==> config.mk <==
export PLATFORM = sky130hd
export DESIGN_NAME = thresholded_top_k_select
export DESIGN_NICKNAME = d
export VERILOG_FILES = /design/src/hdl/tks_pkg.sv /design/src/hdl/tks_queue.sv /design/src/hdl/tks_front.sv /design/src/hdl/tks_back.sv /design/src/hdl/thresholded_top_k_select.sv
export SDC_FILE = /design/constraint.sdc
export NUM_CORES = 1
export LEC_CHECK = 0
export BUFFER_PORTS_ARGS = -buffer_cell sky130_fd_sc_hd__buf_2
export CAP_MARGIN = 15
export CELL_PAD_IN_SITES_DETAIL_PLACEMENT = 1
export CELL_PAD_IN_SITES_GLOBAL_PLACEMENT = 2
export CORE_UTILIZATION = 30
export CTS_BUF_LIST = sky130_fd_sc_hd__clkbuf_16
export DETAILED_ROUTE_END_ITERATION = 10
export PLACE_DENSITY = 0.55
export SLEW_MARGIN = 40
export SYNTH_ARGS = -nofsm -noshare
export SYNTH_HDL_FRONTEND = slang
export SYNTH_SLANG_ARGS = --single-unit
==> constraint.sdc <==
create_clock -name clock -period 11.8 [get_ports clock]
set_input_delay 1.18 -clock clock [delete_from_list [all_inputs] [get_ports clock]]
set_output_delay 1.18 -clock clock [all_outputs]
set_load 0.1 [all_outputs]
==> src/hdl/tks_pkg.sv <==
// ----------------------------------------------------------------------------
// Top-k select package
// Register indexes and shared types of the thresholded top-k select block.
// ----------------------------------------------------------------------------
`default_nettype none

package tks_pkg;

   // Width of the configuration register index.
   localparam int CSR_INDEX_BITS = 2;

   // Configuration register indexes.
   localparam logic [CSR_INDEX_BITS-1:0] CSR_ROW_LENGTH  = 2'd0;
   localparam logic [CSR_INDEX_BITS-1:0] CSR_KEEP_COUNT  = 2'd1;
   localparam logic [CSR_INDEX_BITS-1:0] CSR_SCORE_FLOOR = 2'd2;

   // Fill status of the row queue between the front and back parts.
   typedef struct packed {
      logic full;
      logic empty;
   } queue_status_type;

endpackage

`default_nettype wire

==> src/hdl/tks_queue.sv <==
// ----------------------------------------------------------------------------
// Row queue
// Two-entry queue that carries finished row snapshots from front to back.
// ----------------------------------------------------------------------------
`default_nettype none

module tks_queue #(
   parameter int DATA_W = 104
) (
   input  wire logic                      clock,
   input  wire logic                      reset,
   input  wire logic                      push,
   input  wire logic [DATA_W-1:0]         push_data,
   input  wire logic                      pop,
   output      logic [DATA_W-1:0]         head_data,
   output      tks_pkg::queue_status_type status
);

   logic [DATA_W-1:0] entry_ff [2];
   logic              wr_ptr_ff;
   logic              wr_ptr_in;
   logic              rd_ptr_ff;
   logic              rd_ptr_in;
   logic [1:0]        count_ff;
   logic [1:0]        count_in;

   // Pointer and occupancy update.
   always_comb begin
      wr_ptr_in = push ? ~wr_ptr_ff : wr_ptr_ff;
      rd_ptr_in = pop ? ~rd_ptr_ff : rd_ptr_ff;
      count_in  = count_ff;
      if (push && !pop) begin
         count_in = count_ff + 2'd1;
      end else if (pop && !push) begin
         count_in = count_ff - 2'd1;
      end
   end

   always_ff @(posedge clock) begin
      if (reset) begin
         wr_ptr_ff <= 1'b0;
         rd_ptr_ff <= 1'b0;
         count_ff  <= 2'd0;
      end else begin
         wr_ptr_ff <= wr_ptr_in;
         rd_ptr_ff <= rd_ptr_in;
         count_ff  <= count_in;
      end
   end

   // Storage needs no reset; only occupied entries are read.
   always_ff @(posedge clock) begin
      if (push) begin
         entry_ff[wr_ptr_ff] <= push_data;
      end
   end

   assign head_data    = entry_ff[rd_ptr_ff];
   assign status.full  = (count_ff == 2'd2);
   assign status.empty = (count_ff == 2'd0);

endmodule

`default_nettype wire

==> src/hdl/tks_front.sv <==
// ----------------------------------------------------------------------------
// Top-k select front part
// Counts columns, filters scores against the floor and keeps the sorted list.
// ----------------------------------------------------------------------------
`default_nettype none

module tks_front #(
   parameter int MAX_KEEP   = 8,
   parameter int MAX_ROW    = 4096,
   parameter int SCORE_BITS = 16,
   localparam int COL_W     = $clog2(MAX_ROW),
   localparam int RLW       = COL_W + 1,
   localparam int KCW       = $clog2(MAX_KEEP) + 1,
   localparam int DATA_W    = MAX_KEEP * COL_W + 2 * KCW
) (
   input  wire logic                         clock,
   input  wire logic                         reset,
   input  wire logic                         req_valid,
   output      logic                         req_stall,
   input  wire logic signed [SCORE_BITS-1:0] req_score,
   input  wire logic [RLW-1:0]               row_length,
   input  wire logic [KCW-1:0]               keep_count,
   input  wire logic signed [SCORE_BITS-1:0] score_floor,
   input  wire tks_pkg::queue_status_type    queue_status,
   output      logic                         push,
   output      logic [DATA_W-1:0]            push_data
);

   logic signed [SCORE_BITS-1:0] score_ff [MAX_KEEP];
   logic signed [SCORE_BITS-1:0] score_in [MAX_KEEP];
   logic [COL_W-1:0]             column_ff [MAX_KEEP];
   logic [COL_W-1:0]             column_in [MAX_KEEP];
   logic [KCW-1:0]               total_ff;
   logic [KCW-1:0]               total_in;
   logic [COL_W-1:0]             counter_ff;
   logic [COL_W-1:0]             counter_in;

   logic [RLW-1:0]               row_eff;
   logic [KCW-1:0]               keep_eff;
   logic [KCW-1:0]               total_cut;
   logic [KCW-1:0]               total_new;
   logic [KCW-1:0]               position;
   logic [MAX_KEEP-1:0]          not_below;
   logic                         above_floor;
   logic                         insert;
   logic                         row_end;
   logic                         accept;

   // Out-of-range settings are clamped to the legal span.
   always_comb begin
      if (row_length == '0) begin
         row_eff = RLW'(1);
      end else if (row_length > RLW'(MAX_ROW)) begin
         row_eff = RLW'(MAX_ROW);
      end else begin
         row_eff = row_length;
      end
      if (keep_count == '0) begin
         keep_eff = KCW'(1);
      end else if (keep_count > KCW'(MAX_KEEP)) begin
         keep_eff = KCW'(MAX_KEEP);
      end else begin
         keep_eff = keep_count;
      end
   end

   // The row ends at the first score whose column reaches the last column.
   assign row_end   = ({1'b0, counter_ff} + RLW'(1)) >= row_eff;
   assign req_stall = queue_status.full && row_end;
   assign accept    = req_valid && !req_stall;

   // Parallel compares against every kept entry find the insertion rank.
   always_comb begin
      total_cut   = (total_ff > keep_eff) ? keep_eff : total_ff;
      above_floor = req_score > score_floor;
      position    = '0;
      for (int i = 0; i < MAX_KEEP; i++) begin
         not_below[i] = (KCW'(i) < total_cut) && (score_ff[i] >= req_score);
         position     = position + KCW'(not_below[i]);
      end
      insert    = above_floor && (position < keep_eff);
      total_new = (insert && (total_cut < keep_eff)) ? total_cut + KCW'(1) : total_cut;
   end

   // Sorted insertion: entries at or above the new score stay, the rest move
   // down one rank.
   always_comb begin
      for (int j = 0; j < MAX_KEEP; j++) begin
         score_in[j]  = score_ff[j];
         column_in[j] = column_ff[j];
         if (accept && insert && !not_below[j]) begin
            if (j == 0) begin
               score_in[j]  = req_score;
               column_in[j] = counter_ff;
            end else if (not_below[(j > 0) ? j - 1 : 0]) begin
               score_in[j]  = req_score;
               column_in[j] = counter_ff;
            end else begin
               score_in[j]  = score_ff[(j > 0) ? j - 1 : 0];
               column_in[j] = column_ff[(j > 0) ? j - 1 : 0];
            end
         end
      end
   end

   // Column counter and list fill, both restart after a row's last score.
   always_comb begin
      counter_in = counter_ff;
      total_in   = total_ff;
      if (accept) begin
         if (row_end) begin
            counter_in = '0;
            total_in   = '0;
         end else begin
            counter_in = counter_ff + COL_W'(1);
            total_in   = total_new;
         end
      end
   end

   // Snapshot of the finished row for the back part.
   always_comb begin
      push = accept && row_end;
      for (int j = 0; j < MAX_KEEP; j++) begin
         push_data[j*COL_W +: COL_W] = column_in[j];
      end
      push_data[MAX_KEEP*COL_W +: KCW]       = total_new;
      push_data[MAX_KEEP*COL_W + KCW +: KCW] = keep_eff;
   end

   always_ff @(posedge clock) begin
      if (reset) begin
         counter_ff <= '0;
         total_ff   <= '0;
      end else begin
         counter_ff <= counter_in;
         total_ff   <= total_in;
      end
   end

   // Kept scores and columns hold payload only.
   always_ff @(posedge clock) begin
      for (int j = 0; j < MAX_KEEP; j++) begin
         score_ff[j]  <= score_in[j];
         column_ff[j] <= column_in[j];
      end
   end

endmodule

`default_nettype wire

==> src/hdl/tks_back.sv <==
// ----------------------------------------------------------------------------
// Top-k select back part
// Walks the ranks of a finished row and drives the registered result port.
// ----------------------------------------------------------------------------
`default_nettype none

module tks_back #(
   parameter int MAX_KEEP = 8,
   parameter int MAX_ROW  = 4096,
   localparam int COL_W   = $clog2(MAX_ROW),
   localparam int KCW     = $clog2(MAX_KEEP) + 1,
   localparam int KIW     = (MAX_KEEP > 1) ? $clog2(MAX_KEEP) : 1,
   localparam int DATA_W  = MAX_KEEP * COL_W + 2 * KCW
) (
   input  wire logic                      clock,
   input  wire logic                      reset,
   input  wire logic [DATA_W-1:0]         head_data,
   input  wire tks_pkg::queue_status_type queue_status,
   output      logic                      pop,
   output      logic                      rsp_valid,
   input  wire logic                      rsp_stall,
   output      logic [COL_W-1:0]          rsp_column_index,
   output      logic                      rsp_slot_valid,
   output      logic                      rsp_rank_last
);

   logic [KIW-1:0]   rank_ff;
   logic [KIW-1:0]   rank_in;
   logic             valid_ff;
   logic             valid_in;
   logic [COL_W-1:0] column_ff;
   logic [COL_W-1:0] column_in;
   logic             slot_ff;
   logic             slot_in;
   logic             last_ff;
   logic             last_in;

   logic [COL_W-1:0] head_column [MAX_KEEP];
   logic [KCW-1:0]   head_total;
   logic [KCW-1:0]   head_keep;
   logic             load;
   logic             rank_valid;
   logic             rank_final;

   // Unpack the row at the head of the queue.
   always_comb begin
      for (int j = 0; j < MAX_KEEP; j++) begin
         head_column[j] = head_data[j*COL_W +: COL_W];
      end
      head_total = head_data[MAX_KEEP*COL_W +: KCW];
      head_keep  = head_data[MAX_KEEP*COL_W + KCW +: KCW];
   end

   // A new rank enters the output register when it is empty or being taken.
   assign load       = !queue_status.empty && (!valid_ff || !rsp_stall);
   assign rank_valid = KCW'(rank_ff) < head_total;
   assign rank_final = (KCW'(rank_ff) + KCW'(1)) == head_keep;
   assign pop        = load && rank_final;

   always_comb begin
      rank_in   = rank_ff;
      valid_in  = valid_ff;
      column_in = column_ff;
      slot_in   = slot_ff;
      last_in   = last_ff;
      if (load) begin
         valid_in  = 1'b1;
         column_in = rank_valid ? head_column[rank_ff] : '0;
         slot_in   = rank_valid;
         last_in   = rank_final;
         rank_in   = rank_final ? '0 : rank_ff + KIW'(1);
      end else if (!rsp_stall) begin
         valid_in = 1'b0;
      end
   end

   always_ff @(posedge clock) begin
      if (reset) begin
         rank_ff  <= '0;
         valid_ff <= 1'b0;
      end else begin
         rank_ff  <= rank_in;
         valid_ff <= valid_in;
      end
   end

   // Result payload.
   always_ff @(posedge clock) begin
      column_ff <= column_in;
      slot_ff   <= slot_in;
      last_ff   <= last_in;
   end

   assign rsp_valid        = valid_ff;
   assign rsp_column_index = column_ff;
   assign rsp_slot_valid   = slot_ff;
   assign rsp_rank_last    = last_ff;

endmodule

`default_nettype wire

==> src/hdl/thresholded_top_k_select.sv <==
// Thresholded top-k select takes one score per cycle when no stall is shown
// and keeps, per row, the keep_count highest scores above score_floor in a
// sorted list that a bank of parallel compares updates for each new score.
// At a row's last score the list is copied into a two-entry row queue, and
// the back part then emits keep_count results from its output register, one
// per cycle while rsp_stall is low. The front part takes new scores while
// the back part is still emitting earlier rows; the front stalls only on a
// row's last score while both queue entries are taken. There is no clearing
// pass after reset.
// ----------------------------------------------------------------------------
// Thresholded top-k select
// Top level: configuration registers, front part, row queue and back part.
// ----------------------------------------------------------------------------
`default_nettype none

module thresholded_top_k_select #(
   parameter int MAX_KEEP   = 8,
   parameter int MAX_ROW    = 4096,
   parameter int SCORE_BITS = 16,
   localparam int COL_W     = $clog2(MAX_ROW),
   localparam int RLW       = COL_W + 1,
   localparam int KCW       = $clog2(MAX_KEEP) + 1,
   localparam int CSR_W     = (SCORE_BITS > RLW) ? SCORE_BITS : RLW,
   localparam int DATA_W    = MAX_KEEP * COL_W + 2 * KCW
) (
   input  wire logic                                clock,
   input  wire logic                                reset,
   input  wire logic                                csr_we,
   input  wire logic [tks_pkg::CSR_INDEX_BITS-1:0]  csr_index,
   input  wire logic [CSR_W-1:0]                    csr_wdata,
   input  wire logic                                req_valid,
   output      logic                                req_stall,
   input  wire logic signed [SCORE_BITS-1:0]        req_score,
   output      logic                                rsp_valid,
   input  wire logic                                rsp_stall,
   output      logic [COL_W-1:0]                    rsp_column_index,
   output      logic                                rsp_slot_valid,
   output      logic                                rsp_rank_last
);

   logic [RLW-1:0]               row_length_ff;
   logic [RLW-1:0]               row_length_in;
   logic [KCW-1:0]               keep_count_ff;
   logic [KCW-1:0]               keep_count_in;
   logic signed [SCORE_BITS-1:0] score_floor_ff;
   logic signed [SCORE_BITS-1:0] score_floor_in;

   logic                         push;
   logic [DATA_W-1:0]            push_data;
   logic                         pop;
   logic [DATA_W-1:0]            head_data;
   tks_pkg::queue_status_type    queue_status;

   // Configuration register writes.
   always_comb begin
      row_length_in  = row_length_ff;
      keep_count_in  = keep_count_ff;
      score_floor_in = score_floor_ff;
      if (csr_we) begin
         case (csr_index)
            tks_pkg::CSR_ROW_LENGTH: begin
               row_length_in = csr_wdata[RLW-1:0];
            end
            tks_pkg::CSR_KEEP_COUNT: begin
               keep_count_in = csr_wdata[KCW-1:0];
            end
            tks_pkg::CSR_SCORE_FLOOR: begin
               score_floor_in = csr_wdata[SCORE_BITS-1:0];
            end
            default: begin
               row_length_in = row_length_ff;
            end
         endcase
      end
   end

   always_ff @(posedge clock) begin
      if (reset) begin
         row_length_ff  <= RLW'(MAX_ROW);
         keep_count_ff  <= KCW'(MAX_KEEP);
         score_floor_ff <= '0;
      end else begin
         row_length_ff  <= row_length_in;
         keep_count_ff  <= keep_count_in;
         score_floor_ff <= score_floor_in;
      end
   end

   // Front part: column count, floor test and sorted insertion.
   tks_front #(
      .MAX_KEEP   (MAX_KEEP),
      .MAX_ROW    (MAX_ROW),
      .SCORE_BITS (SCORE_BITS)
   ) u_front (
      .clock        (clock),
      .reset        (reset),
      .req_valid    (req_valid),
      .req_stall    (req_stall),
      .req_score    (req_score),
      .row_length   (row_length_ff),
      .keep_count   (keep_count_ff),
      .score_floor  (score_floor_ff),
      .queue_status (queue_status),
      .push         (push),
      .push_data    (push_data)
   );

   // Finished rows wait here until the back part has emitted earlier ones.
   tks_queue #(
      .DATA_W (DATA_W)
   ) u_queue (
      .clock     (clock),
      .reset     (reset),
      .push      (push),
      .push_data (push_data),
      .pop       (pop),
      .head_data (head_data),
      .status    (queue_status)
   );

   // Back part: one rank per cycle, while rsp_stall is low, into the result register.
   tks_back #(
      .MAX_KEEP (MAX_KEEP),
      .MAX_ROW  (MAX_ROW)
   ) u_back (
      .clock            (clock),
      .reset            (reset),
      .head_data        (head_data),
      .queue_status     (queue_status),
      .pop              (pop),
      .rsp_valid        (rsp_valid),
      .rsp_stall        (rsp_stall),
      .rsp_column_index (rsp_column_index),
      .rsp_slot_valid   (rsp_slot_valid),
      .rsp_rank_last    (rsp_rank_last)
   );

endmodule

`default_nettype wire

Yosys cells after proc, flatten, opt, wreduce, memory -nomap -nowiden
Memory sizes are Yosys's and may differ from the RTL's. A register that Yosys moved wholly into a read port is not among the register bits.
Index checks and enable logic that the tools add are counted.
- flip-flop bits (word level): 71
- bits in writable memories: 432
- input bits: 39
- output and inout bits: 16
- word-level logic and storage cells: 162
- memories: 3
- add/subtract/negate cells: 14
- order comparisons: 25
- equal/unequal tests: 5
- multiplexer cells: 50
- bitwise logic cells: 3
- reductions and logical operators: 49
- memories (memory ; words ; bits a word ; read ports ; clocked after Yosys merged registers in ; wr ports ; line ; text):
    u_queue.entry_ff ; 2 ; 104 ; 1 ; 1 ; 1 ; tks_queue.sv:19 ; logic [DATA_W-1:0] entry_ff [2];
    u_front.score_ff ; 8 ; 16 ; 8 ; 0 ; 8 ; tks_front.sv:29 ; logic signed [SCORE_BITS-1:0] score_ff [MAX_KEEP];
    u_front.column_ff ; 8 ; 12 ; 8 ; 0 ; 8 ; tks_front.sv:31 ; logic [COL_W-1:0] column_ff [MAX_KEEP];
- operators with widths (cell ; number):
    $mux 16 ; 15
    $mux 12 ; 18
    $ge 16x16->1 ; 8
    $bmux 12 s3 ; 1
    $logic_and 1x1->1 ; 26
    $mux 13 ; 2
    $add 4x1->4 ; 6
    $mux 4 ; 5
    $gt 16x16->1 ; 1
    $lt 3x4->1 const A ; 4
    $logic_not 1->1 ; 14
    $add 12x1->13 const B ; 1
    $ge 13x13->1 ; 1
    $gt 13x13->1 const B ; 1
    $logic_not 13->1 ; 1
    $add 12x1->12 const B ; 1
    $lt 1x4->1 const A ; 2
    $lt 2x4->1 const A ; 2
    $lt 4x4->1 ; 2
    $mux 1 ; 6
    $reduce_and 2->1 ; 3
    $add 3x1->4 const B ; 1
    $add 4x1->4 const B ; 1
    $eq 2x2->1 const B ; 2
    other kinds (19) ; 22

Longest topological paths before layout
- word-level depth: 19
- gate-level depth with buffers: 30
- mapped depth without buffers: 26

Cells and area by module
From an unflattened synthesis, not the netlist that was laid out.
- cell total of the unflattened synthesis: 2022
- area, all modules: 25380.6 µm²
- by module, submodules not included (module ; instances ; cells an instance ; area an instance (µm²) ; seq. area each (µm²)):
    tks_front ; 1 ; 1437 ; 14485.1 ; 6085.8
    tks_queue ; 1 ; 346 ; 7961.4 ; 6346.1
    tks_back ; 1 ; 109 ; 1560.2 ; 500.5
    thresholded_top_k_select ; 1 ; 130 ; 1373.8 ; 660.6

Worst setup path before layout
Ideal clock, no wire load.
- kind: register to register
- from: register u_front.counter_ff[0]
- to: memory u_queue.entry_ff[0][0], enable pin
- library setup time: 0.694 ns
- data arrival time: 9.822 ns
- data required time: 11.106 ns
- path slack: 1.285 ns
- stages on the path, launching flop included: 13
- buffers on the path: 1
- clock period less this slack: 10.515 ns
- path through: dfxtp_1 ha_1 and3_1 and3_1 and3_1 xor2_1 ha_1 a211oi_2 o211ai_1 a41o_1 a221o_1 clkbuf_1 nor3_1
- word-level cells in the longest chain between the ends: 8
- ends and longest elaborated chain (element ; line ; text):
    start: declaration ; tks_front.sv:35 ; logic [COL_W-1:0] counter_ff;
    start signal: assignment ; tks_front.sv:136 ; counter_ff <= counter_in;
    $add 12x1->13 (*) ; tks_front.sv:68 ; assign row_end = ({1'b0, counter_ff} + RLW'(1)) >= row_eff;
    $ge 13x13->1 (*) ; tks_front.sv:68 ;
    $logic_and 1x1->1 ; tks_front.sv:69 ; assign req_stall = queue_status.full && row_end;
    $logic_not 1->1 ; tks_front.sv:70 ; assign accept = req_valid && !req_stall;
    $logic_and 1x1->1 ; tks_front.sv:70 ;
    $logic_and 1x1->1 (*) ; tks_front.sv:123 ; push = accept && row_end;
    $mux 1 (*) ; tks_queue.sv:53 ; if (push) begin
    $mux 1 (not written as such) (*) ; tks_queue.sv:54 ; entry_ff[wr_ptr_ff] <= push_data;
    end: declaration ; tks_queue.sv:19 ;
Mark *: on every way between the ends. The rest lies on a longest branch, timed or not.

==> flow_summary.json <==
{
  "tightest_slew_ns": 0.859,
  "antenna_found_initial": 6,
  "reg2reg_slack_ns": 3.10,
  "grt_pass1_wl_um": 116000,
  "synth_simple_gate_area_share_pct": 7.56,
  "routed_wl_um": 78700,
  "synth_compound_area_share_pct": 8.90,
  "gp_congestion": 0.838,
  "portBuffers": 54,
  "cts-resized-gates": 0,
  "ys.flop_type": "edfxtp_1",
  "yosysSeqAreaShare_pct": 55.0,
  "hold_buffers": 0,
  "clk_pin_slew_ns": 0.06,
  "crit_required_ns": 12.05,
  "period_needed_ns": 8.95,
  "leakage_nw": 10.4,
  "h-tree-depth": 2,
  "wire_per_inst_um": 25.6,
  "cap_violations": 0,
  "synth_cell_types": 77,
  "cp-end-kind": "flip-flop",
  "cts_setup_buffers": 0,
  "yosysWarnings": 0,
  "grt_pass1_vias": 16900,
  "skew_ns": 0.0390,
  "drt-initial-drc-count": 1007,
  "n_fill_cell": 8571,
  "seq_area_um2": 13600,
  "area_delta_synth_final_pct": 14.5,
  "start_util_pct": 30.5,
  "max_freq_mhz": 112,
  "grt_overflow_total": 0,
  "cts_tree": "yes",
  "synth_area_um2": 24700,
  "finalSetupViolCount": 0,
  "die_area_um2": 83500,
  "ios": 55,
  "crit_type": "input pin to flip-flop",
  "core-area_um2": 80900,
  "grt_max_degree": 63,
  "cts.path.max_buffers": 3,
  "synth_adder_area_share_pct": 9.24,
  "drive_gt1_share_pct": 21.6,
  "synthXorXnorAreaFrac_pct": 0.816,
  "path_max_fanout": 32,
  "final_util_pct": 34.9,
  "rsz0062_at_grt": "no",
  "slew_headroom_pct": 42.7,
  "crit_arrival_ns": 9.20,
  "status": "finished clean",
  "finalHoldViolCount": 0,
  "worst_setup_path_start_kind": "input pin",
  "clockRootBuffer": "clkbuf_16",
  "avgViaCountPerCell": 5.18,
  "dp_slack_ns": 2.10,
  "num_antenna_cells": 0,
  "ant_nets": 0,
  "first_pass_iters": 4,
  "grt_use_total_pct": 19.1,
  "fin_nets": 2182,
  "cts.sinks": 504,
  "whs_ns": 0.458,
  "muxShareOfSynthArea_pct": 15.6,
  "period_share_pct": 75.9,
  "setup_slack_ns": 2.85,
  "synth-edff-count": 350,
  "vdd_ir_drop_max_mv": 0.131,
  "rows": 104,
  "synthArstFlopShare_pct": 0,
  "ys_ff_latch": 504,
  "synth_top_family_by_area": "multiplexers",
  "syn-num-nets": 2120,
  "hpwl_um": 55200,
  "die_w_um": 289,
  "pwr_density_cell_nw_per_um2": 183,
  "numCtsBuffers": 59,
  "clk_latency_ns": 0.65,
  "drc": 0,
  "vias": 15900,
  "slew_violations": 0,
  "syn_inst": 1901,
  "hold_path_class": "flip-flop to flip-flop",
  "die_height_um": 289,
  "tns_ns": 0,
  "multi_input_area_um2": 10500,
  "syn_avg_cell_area_um2": 13.0
}
## logic make-up after synthesis
| logic type | count (synthesis) |
|---|---|
| buffers and inverters | 168 |
| DFF | 504 |
| AOI/OAI and AO/OA | 357 |
| muxes | 285 |
| and+or+nand+nor | 384 |
| xor gates and xnor gates | 23 |
| adders and majority gates | 180 |
## cell usage after synthesis (all sizes together), types with 3 or more instances
cell type | count | area [um2]
nand4 | 31 | 194
mux2 | 196 | 2210
xor2 | 13 | 114
a311oi | 12 | 105
nand2b | 8 | 50.1
o21bai | 3 | 22.5
a211oi | 6 | 50.1
edfxtp | 350 | 10500
o2bb2ai | 3 | 26.3
a31oi | 4 | 25.0
a21o | 7 | 52.6
a21oi | 105 | 537
mux4 | 60 | 1350
and3 | 9 | 56.3
nand3b | 7 | 52.6
mux2i | 29 | 290
dfxtp | 154 | 3080
o21a | 8 | 60.1
or3 | 5 | 36.3
fa | 4 | 80.1
nor2b | 31 | 204
o21ai | 135 | 676
a22oi | 6 | 45.0
ha | 176 | 2200
and2 | 5 | 31.3
nand2 | 167 | 627
inv | 74 | 278
a2bb2oi | 13 | 114
a221oi | 5 | 67.6
buf | 32 | 196
a2111oi | 3 | 26.3
xnor2 | 10 | 87.6
nor4 | 6 | 43.8
a211o | 4 | 35.0
o211ai | 24 | 180
clkbuf | 62 | 233
nand3 | 43 | 215
or4 | 4 | 30.0
nor2 | 49 | 201
nor3 | 9 | 45.0
## critical path, cell delays in order
cell and delay, ns:
buf_2 0.17, inv_1 0.25, ha_1 0.42, nand4_1 0.25, a2111oi_1 0.71, or3_1 0.64
o2bb2ai_2 0.33, a21oi_2 0.18, buf_4 0.37, inv_1 0.11, fa_1 0.52, inv_1 0.06
fa_1 0.55, inv_1 0.07, fa_1 0.45, fa_1 0.50, inv_1 0.05, ha_1 0.26
o21ai_0 0.15, a311o_1 0.14, nand3_1 0.11, or3_4 0.63, or2_1 0.55, inv_2 0.51
## metrics by stage
step	std cells	area, um2	total power, mW
6_report	3074	28300	5.17
4_1_cts	3072	28200	5.23
5_1_grt	3074	28300	5.42
3_3_place_gp	2953	26200	3.38
3_5_place_dp	2960	26300	3.43
2_1_floorplan	1901	24700	3.02
## worst paths after layout
kind / from / endpoint / cells after the start
worst min-delay path: score_floor_ff[2] / score_floor_ff[2] / 2
worst max-delay path: req_score[7] / u_front.score_ff[1][14] / 24
worst min register to register: score_floor_ff[2] / score_floor_ff[2] / 2
worst max register to register: keep_count_ff[1] / u_front.score_ff[1][14] / 28
## flip-flops by register name (all words and copies together) (netlist names), 2 cells and up, named ones only
signal,count
u_back.rsp_column_index,12
u_front.score_ff,128
u_front.counter_ff,12
u_back.rank_ff,3
keep_count_ff,4
score_floor_ff,16
u_queue.count_ff,2
u_queue.entry_ff,208
row_length_ff,13
u_front.total_ff,4
u_front.column_ff,96
## cell usage in the layout (no fill, tap or decap), types with 30 or more instances in the layout
master,count
a21oi_1,101
buf_2,54
buf_4,30
clkbuf_16,59
dfxtp_1,152
edfxtp_1,350
ha_1,176
inv_1,94
mux2_2,172
mux4_2,60
nand2_1,167
nand3_1,43
nand4_1,31
nor2_1,45
o21ai_0,130
## where the power goes
group / switching (mW) / internal [mW] / total, mW / leakage, nW
Sequential: 0.142 / 2.22 / 2.37 / 4.49
Combinational: 0.608 / 0.416 / 1.02 / 4.86
Clock: 0.763 / 1.02 / 1.78 / 1.00
Total: 1.51 / 3.66 / 5.17 / 10.4
## area by class of cell
type                            count  share of cell area, %
Clock inverter                     53                   1.46
Tap cell                         1060                   4.69
Clock buffer                       59                   5.22
Sequential cell                   504                   48.1
Timing Repair Buffer               95                   2.40
Inverter                           74                  0.982
Multi-Input combinational cell   1229                   37.1
## metal layers
layer | global-route usage (%) | part of all wire (%) | vias to the layer above
li1 | - | - | 7363
met1 | 27.3 | 48 | 8200
met2 | 30.3 | 45 | 280
met3 | 2.62 | 3.9 | 88
met4 | 4.91 | 2.3 | 0
met5 | 0 | 0 | -
Power figures use the tool's default switching activity.
